### src/sv/packet_delay_jitter_loss_emulator_top_macros.svh
// ----------------------------------------------------------------------------
// Packet delay, jitter and loss emulator: assertion macros
// Checks that are compiled for simulation and left empty for synthesis.
// ----------------------------------------------------------------------------
`ifndef PACKET_DELAY_JITTER_LOSS_EMULATOR_TOP_MACROS_SVH
`define PACKET_DELAY_JITTER_LOSS_EMULATOR_TOP_MACROS_SVH
`ifndef SYNTH
`define PDJLE_ASSERT_ALWAYS(label, expr) \
    label: assert property (@(posedge clk) disable iff (!rst_n) (expr)) \
        else $error("pdjle: invariant violated");
`define PDJLE_ASSERT_NEXT(label, ante, cons) \
    label: assert property (@(posedge clk) disable iff (!rst_n) (ante) |=> (cons)) \
        else $error("pdjle: next-cycle check failed");
`else
`define PDJLE_ASSERT_ALWAYS(label, expr)
`define PDJLE_ASSERT_NEXT(label, ante, cons)
`endif
`endif

### src/sv/pdjle_pkg.sv
// ----------------------------------------------------------------------------
// Packet delay, jitter and loss emulator: package
// Sizes, codes, item types and the control interface of the block.
// ----------------------------------------------------------------------------
`timescale 1ns / 1ps
`default_nettype none

package pdjle_pkg;

    localparam int QUEUE_DEPTH = 128;
    localparam int PTR_W       = $clog2(QUEUE_DEPTH);
    localparam int CNT_W       = $clog2(QUEUE_DEPTH + 1);
    localparam int SUM_W       = PTR_W + 1;
    localparam int QLIM_W      = 8;
    localparam int LIM_W       = (CNT_W > QLIM_W) ? CNT_W : QLIM_W;

    localparam int TIME_W      = 32;
    localparam int HANDLE_W    = 16;
    localparam int JIT_W       = 16;
    localparam int LOSS_W      = 7;
    localparam int OC_W        = 2;
    localparam int DIV_STEP_W  = $clog2(JIT_W);
    localparam int J_W         = TIME_W + 3;
    localparam int AVG_W       = 32;
    localparam int AVG15_W     = AVG_W + 5;
    localparam int ACC_W       = J_W + 9;
    localparam int ENTRY_W     = HANDLE_W + TIME_W;

    localparam int CFG_IDX_W   = 3;
    localparam int CFG_DATA_W  = 16;

    localparam logic [CFG_IDX_W-1:0] REG_ENABLED      = 3'd0;
    localparam logic [CFG_IDX_W-1:0] REG_BASE_DELAY   = 3'd1;
    localparam logic [CFG_IDX_W-1:0] REG_JITTER_MAX   = 3'd2;
    localparam logic [CFG_IDX_W-1:0] REG_QUEUE_LIMIT  = 3'd3;
    localparam logic [CFG_IDX_W-1:0] REG_LOSS_PERCENT = 3'd4;

    localparam logic FUNC_ARRIVAL = 1'b0;
    localparam logic FUNC_TICK    = 1'b1;

    localparam logic [OC_W-1:0] OC_DELIVERED = 2'd0;
    localparam logic [OC_W-1:0] OC_LOST      = 2'd1;
    localparam logic [OC_W-1:0] OC_DROPPED   = 2'd2;

    typedef struct packed {
        logic                func;
        logic [TIME_W-1:0]   now;
        logic [HANDLE_W-1:0] handle;
        logic [JIT_W-1:0]    rand_jitter;
        logic [LOSS_W-1:0]   rand_loss;
    } in_item_t;

    typedef struct packed {
        logic [HANDLE_W-1:0] out_handle;
        logic [TIME_W-1:0]   release_time;
        logic [OC_W-1:0]     outcome;
    } out_item_t;

    typedef struct packed {
        logic load_in;
        logic div_start;
        logic jit_calc;
        logic tick_take;
        logic pass_load;
        logic drop_take;
        logic pop;
        logic rd_tail;
        logic tail_chk;
        logic write;
        logic avg_upd;
        logic out_load;
    } pdjle_cmd_t;

    typedef struct packed {
        logic is_tick;
        logic enabled;
        logic fill_zero;
        logic over_limit;
        logic head_due;
        logic div_done;
        logic out_free;
    } pdjle_sts_t;

endpackage

`default_nettype wire

### src/sv/pdjle_ctrl.sv
// ----------------------------------------------------------------------------
// Packet delay, jitter and loss emulator: controller
// Sequences one item at a time through the datapath.
// ----------------------------------------------------------------------------
`timescale 1ns / 1ps
`default_nettype none
`include "packet_delay_jitter_loss_emulator_top_macros.svh"

module pdjle_ctrl
    import pdjle_pkg::*;
(
    input  logic       clk,
    input  logic       rst_n,
    input  logic       in_valid,
    output logic       in_stall,
    input  pdjle_sts_t sts,
    output pdjle_cmd_t cmd
);

    typedef enum logic [12:0] {
        S_IDLE       = 13'b0000000000001,
        S_DECODE     = 13'b0000000000010,
        S_TICK_CHK   = 13'b0000000000100,
        S_DIV        = 13'b0000000001000,
        S_JIT        = 13'b0000000010000,
        S_DROP_FIRST = 13'b0000000100000,
        S_DROP_TAKE  = 13'b0000001000000,
        S_DROP_MORE  = 13'b0000010000000,
        S_TAIL       = 13'b0000100000000,
        S_TAIL_CHK   = 13'b0001000000000,
        S_WRITE      = 13'b0010000000000,
        S_AVG        = 13'b0100000000000,
        S_OUT        = 13'b1000000000000
    } state_t;

    state_t state_reg;
    state_t state_next;
    logic   has_res_reg;
    logic   has_res_next;

    always_comb
    begin
        state_next = state_reg;
        cmd        = '0;
        case (state_reg)
            S_IDLE:
            begin
                if (in_valid)
                begin
                    cmd.load_in = 1'b1;
                    state_next  = S_DECODE;
                end
            end
            S_DECODE:
            begin
                if (sts.is_tick)
                begin
                    state_next = (sts.enabled && !sts.fill_zero) ? S_TICK_CHK : S_IDLE;
                end
                else if (!sts.enabled)
                begin
                    cmd.pass_load = 1'b1;
                    state_next    = S_OUT;
                end
                else
                begin
                    cmd.div_start = 1'b1;
                    state_next    = S_DIV;
                end
            end
            S_TICK_CHK:
            begin
                if (sts.head_due)
                begin
                    cmd.tick_take = 1'b1;
                    cmd.pop       = 1'b1;
                    state_next    = S_OUT;
                end
                else
                begin
                    state_next = S_IDLE;
                end
            end
            S_DIV:
            begin
                if (sts.div_done)
                begin
                    state_next = S_JIT;
                end
            end
            S_JIT:
            begin
                cmd.jit_calc = 1'b1;
                state_next   = S_DROP_FIRST;
            end
            S_DROP_FIRST:
            begin
                state_next = sts.over_limit ? S_DROP_TAKE : S_TAIL;
            end
            S_DROP_TAKE:
            begin
                cmd.drop_take = 1'b1;
                cmd.pop       = 1'b1;
                state_next    = S_DROP_MORE;
            end
            S_DROP_MORE:
            begin
                if (sts.over_limit)
                begin
                    cmd.pop = 1'b1;
                end
                else
                begin
                    state_next = S_TAIL;
                end
            end
            S_TAIL:
            begin
                cmd.rd_tail = 1'b1;
                state_next  = S_TAIL_CHK;
            end
            S_TAIL_CHK:
            begin
                cmd.tail_chk = 1'b1;
                state_next   = S_WRITE;
            end
            S_WRITE:
            begin
                cmd.write  = 1'b1;
                state_next = S_AVG;
            end
            S_AVG:
            begin
                cmd.avg_upd = 1'b1;
                state_next  = has_res_reg ? S_OUT : S_IDLE;
            end
            S_OUT:
            begin
                if (sts.out_free)
                begin
                    cmd.out_load = 1'b1;
                    state_next   = S_IDLE;
                end
            end
            default:
            begin
                state_next = S_IDLE;
            end
        endcase
    end

    always_comb
    begin
        has_res_next = has_res_reg;
        if (cmd.out_load)
        begin
            has_res_next = 1'b0;
        end
        else if (cmd.tick_take || cmd.pass_load || cmd.drop_take)
        begin
            has_res_next = 1'b1;
        end
    end

    always_ff @(posedge clk or negedge rst_n)
    begin
        if (!rst_n)
        begin
            state_reg   <= S_IDLE;
            has_res_reg <= 1'b0;
        end
        else
        begin
            state_reg   <= state_next;
            has_res_reg <= has_res_next;
        end
    end

    assign in_stall = (state_reg != S_IDLE);

    `PDJLE_ASSERT_NEXT(a_accept_decodes, in_valid && !in_stall, state_reg == S_DECODE)
    `PDJLE_ASSERT_ALWAYS(a_out_has_result, state_reg != S_OUT || has_res_reg)
    `PDJLE_ASSERT_NEXT(a_div_waits, state_reg == S_DIV && !sts.div_done, state_reg == S_DIV)

endmodule

`default_nettype wire

### config.mk
export PLATFORM = sky130hd
export DESIGN_NAME = pdjle_ctrl
export DESIGN_NICKNAME = d
export VERILOG_FILES = /design/src/sv/pdjle_pkg.sv /design/src/sv/pdjle_ctrl.sv
export VERILOG_INCLUDE_DIRS = /design/src /design/src/sv
export SDC_FILE = /design/constraint.sdc
export NUM_CORES = 1
export LEC_CHECK = 0
export BUFFER_PORTS_ARGS = -buffer_cell sky130_fd_sc_hd__buf_4
export CORE_AREA = 2 2 44 50
export DETAILED_ROUTE_END_ITERATION = 6
export DIE_AREA = 0 0 46 52
export GPL_ROUTABILITY_DRIVEN = 0
export GPL_TIMING_DRIVEN = 0
export HOLD_SLACK_MARGIN = 0.15
export PLACE_DENSITY = 0.79
export RECOVER_POWER = 50
export SLEW_MARGIN = 10
export SYNTH_ARGS = -nofsm -noshare
export SYNTH_HDL_FRONTEND = slang
export SYNTH_SLANG_ARGS = --single-unit
export TNS_END_PERCENT = 50
### constraint.sdc
create_clock -name clk -period 5.3 [get_ports clk]
set_input_delay 1.59 -clock clk [delete_from_list [all_inputs] [get_ports clk]]
set_output_delay 1.59 -clock clk [all_outputs]
set_load 0.05 [all_outputs]
# Yosys cells after proc, flatten, opt, wreduce, memory -nomap -nowiden
# Index checks and enable logic that the tools add are counted.
# word_totals
ff_bits,14
in_bits,10
output_inout_bits,13
wordCells,59
# classes
n_eq_ne,18
n_mux,33
reduce_logical,6
# ops
operator,count
$pmux W13 S13,1
$mux W13,8
$mux W1,21
$eq A13 B1 Y1 const B,1
$eq A13 B10 Y1 const B,1
$eq A13 B11 Y1 const B,1
$eq A13 B12 Y1 const B,1
$eq A13 B13 Y1 const B,1
$eq A13 B2 Y1 const B,1
$eq A13 B3 Y1 const B,1
$eq A13 B4 Y1 const B,1
$eq A13 B5 Y1 const B,1
$eq A13 B6 Y1 const B,1
$eq A13 B7 Y1 const B,1
$eq A13 B8 Y1 const B,1
$eq A13 B9 Y1 const B,1
$ne A13 B1 Y1 const B,1
$mux W9,1
$ne A2 B2 Y1 const B,4
$reduce_and A4 Y1,1
$mux W3,1
$pmux W1 S3,1
$logic_or A1 B1 Y1,2
$reduce_bool A2 Y1,1
other kinds (2),2

# Depth between registers and ports, before layout
# logic_depth
word_depth,7
mapped_depth,6
ltp_nobuf,5

# Least setup slack after synthesis
# OpenSTA, ideal clock, no wires.
# synth_timing
path_type,input-to-output
startpoint,in sts[2] in the netlist's numbering
endpoint,out cmd[5] in the netlist's numbering
arrival_time_ps,2730
required_ps,3710
path_slack_ps,980
cell_stages,3
n_path_buf,0
cell_sequence,nand2_1 > nor2_1 > or2_2
# synth_rtl
item,line_no,text
from (decl),pdjle_ctrl.sv:16,"input pdjle_sts_t sts,"
to (decl),pdjle_ctrl.sv:17,output pdjle_cmd_t cmd

==> impl_metrics.tcl <==
set metrics [dict create \
    outcome "finished, final reports clean" \
    multi_input_area_um2 566 \
    p_comb_share_pct 47.1 \
    grt_max_degree 15 \
    p_int_uw 215 \
    stdcell_area_um2 1190 \
    diodes 0 \
    min_period_ps 4240 \
    grt.total_usage_pct 21.4 \
    seqPwrFrac_pct 35.2 \
    cts_resized 0 \
    synth-seq-cells 14 \
    drtPass1Iterations 4 \
    routedWlPerCell_um 14.4 \
    netlist.area_leader.share_pct 32.3 \
    postRouteAntennaNets 0 \
    start_util_pct 52.6 \
    dp.cells 156 \
    ctsHoldBuffers 0 \
    path_clk_slew_ps 90 \
    die_w_um 46 \
    core.rowCount 17 \
    pre_cts_ws_ps 1140 \
    reg2reg_from "state_reg[0]" \
    clkSinkCount 14 \
    ys_top_cells_by_count "nor2_1 (20), dfrtp_1 (13), nor3_1 (8)" \
    yosys.area.top_type "dfrtp_1" \
    hold_viol 0 \
    ys_top_cells_by_area "dfrtp_1 (32%), nor2_1 (7.5%), nor4_1 (4.3%), nor3_1 (4.0%), nor4b_1 (3.5%)" \
    antenna_found_initial 0 \
    cts_buffers 3 \
    cts_max_level 1 \
    syn_area_um2 1010 \
    grt.met1_usage_pct 27.3 \
    viasPerCell 6.01 \
    finalCritPeriodShare_pct 79.9 \
    p_leak_nw 0.561 \
    worstPathArrival_ps 2650 \
    whs_path_depth 1 \
    cts_tree "done" \
    grt_busiest_layer "met2" \
    nNetsFinal 152 \
    met3_usage_pct 2.08 \
    crit_path_end_kind "primary output" \
    syn_avg_cell_area_um2 8.76 \
    met2_usage_pct 36.1 \
    drc 0 \
    hold_class "reg2reg" \
    synthToLayoutAreaGrowth_pct 18.1 \
    cts_root_buffer "clkbuf_4" \
    post_dp_cell_area_um2 1200 \
    totalWireLength_um 2310 \
    core_area_um2 1910 \
    maxCapViolCount 0 \
    syn_inst 115 \
    timing.rr.end "state_reg[0]" \
    start_kind "flop" \
    grt_setup_unrepaired "false" \
    switching_share_pct 43.0 \
    largest_reg_flops 13 \
    min_from "has_res_reg" \
    ios 23 \
    yosysWarnings 0 \
    vdd_ir_drop_max_mv 0.204 \
    fillCellCount 173 \
    clkPwrFrac_pct 17.7 \
    yosys_most_used_dff "dfrtp_1" \
    synth.most_common_cell "nor2_1" \
    syn-num-nets 125 \
    dp_hpwl_um 1810 \
    layout.cells.non_filler 160 \
    die_h_um 52 \
    cp_max_fo 10 \
    drive_gt1_share_pct 24.8 \
    grt_overflow 0 \
    die-area_um2 2390 \
    final-seq-area_um2 352 \
    holdPathEnd "state_reg[12]" \
    slew_headroom_pct 47.2 \
    synth_edf_count 0 \
    p_per_area_nw_per_um2 316 \
    skew_ps 4.13 \
    post_cts_buffers 0 \
    clk_path_buf_depth 2 \
    worstSkewPairLatency_ps 290 \
    critPathKind "reg2out" \
    grt_pass1_vias 888 \
    finish.utilization_pct 62.2 \
    crit_required_ps 3710 \
    drt_iter0_markers 14 \
    async_flop_share_pct 100 \
    setup_slack_ps 1060 \
    worst-r2r-cell-count 6 \
    fmaxAchievable_ghz 0.236 \
    slew_viol_final 0 \
    finalSetupTns_ps 0 \
    grt_pass1_wl_um 3730 \
    place.port_buffers 22 \
    power_switching_uw 162 \
    ys_seq_area_share_pct 34.9 \
    ff2ff_setup_slack_ps 2790 \
    num_vias 962 \
    worstMarginPinSlew_ps 792 \
    finalSetupViolCount 0 \
    ys_types 45 \
]
## worst max path at each step
stage,start,end,slack (ps),depth (start not counted)
after floorplan,sts[2],cmd[5],980,3
after global placement,sts[3],cmd[5],1180,6
after detailed placement,sts[3],cmd[5],1140,6
after CTS,sts[3],cmd[5],1130,6
after global routing,state_reg[0],cmd[1],810,5
final,state_reg[0],cmd[1],1060,5
## layout make-up
cell class              instances  share of cell area [%]
plain buffers                   7                    3.89
clock buffers                   4                    2.21
inverters                       4                    1.26
multi-input cells              90                    47.5
flip-flops and latches         14                    29.5
well taps                      19                    2.00
repair buffers                 22                    13.6
## critical path, cell delays in order (launching register included)
cell	delay (ps)
dfstp_2	370
clkbuf_1	170
nor4_1	710
nand2_1	400
nor4_1	450
buf_4	270
## power by group through the flow
stage / Clock (mW) / Combinational [mW] / Sequential (mW)
2_1_floorplan: 0 / 0.148 / 0.133
3_3_place_gp: 0 / 0.188 / 0.135
3_5_place_dp: 0 / 0.192 / 0.136
4_1_cts: 0.0675 / 0.192 / 0.134
5_1_grt: 0.0717 / 0.197 / 0.134
6_report: 0.0666 / 0.178 / 0.132
## cells in the final DEF, fill, tap and decap left out, types with 2 or more instances in the layout
| master | instances |
|---|---|
| buf_6 | 2 |
| buf_4 | 22 |
| dfrtp_1 | 13 |
| nand2b_1 | 4 |
| nand3_1 | 4 |
| nand3b_1 | 4 |
| nor3_1 | 8 |
| clkbuf_1 | 5 |
| o21ai_0 | 2 |
| xor2_1 | 2 |
| nand2_1 | 6 |
| nor4b_1 | 4 |
| a21oi_1 | 2 |
| inv_1 | 4 |
| nor4_1 | 9 |
| clkbuf_4 | 3 |
| nor2_1 | 20 |
## stage by stage
stage | hold slack (ps) | power, mW
floorplan | 484 | 0.281
detailed placement | 526 | 0.328
finish | 542 | 0.377
global placement | 502 | 0.323
CTS | 545 | 0.393
global route | 552 | 0.402
## kinds of logic after synthesis
family	after synthesis	share of synthesized area (%)
AO/OA/AOI/OAI	15	12.4
XOR/XNOR	2	1.74
buffers and inverters	11	6.58
flip-flops	14	34.9
multiplexers	1	0.994
AND/OR/NAND/NOR	72	43.4
## per-layer routing
metal	vias to the layer above	part of all wire (%)
met4	0	1.0
met5	-	0
li1	481	-
met2	15	51
met3	4	3.1
met1	462	44
No activity file was read; power rests on OpenSTA's default activity.
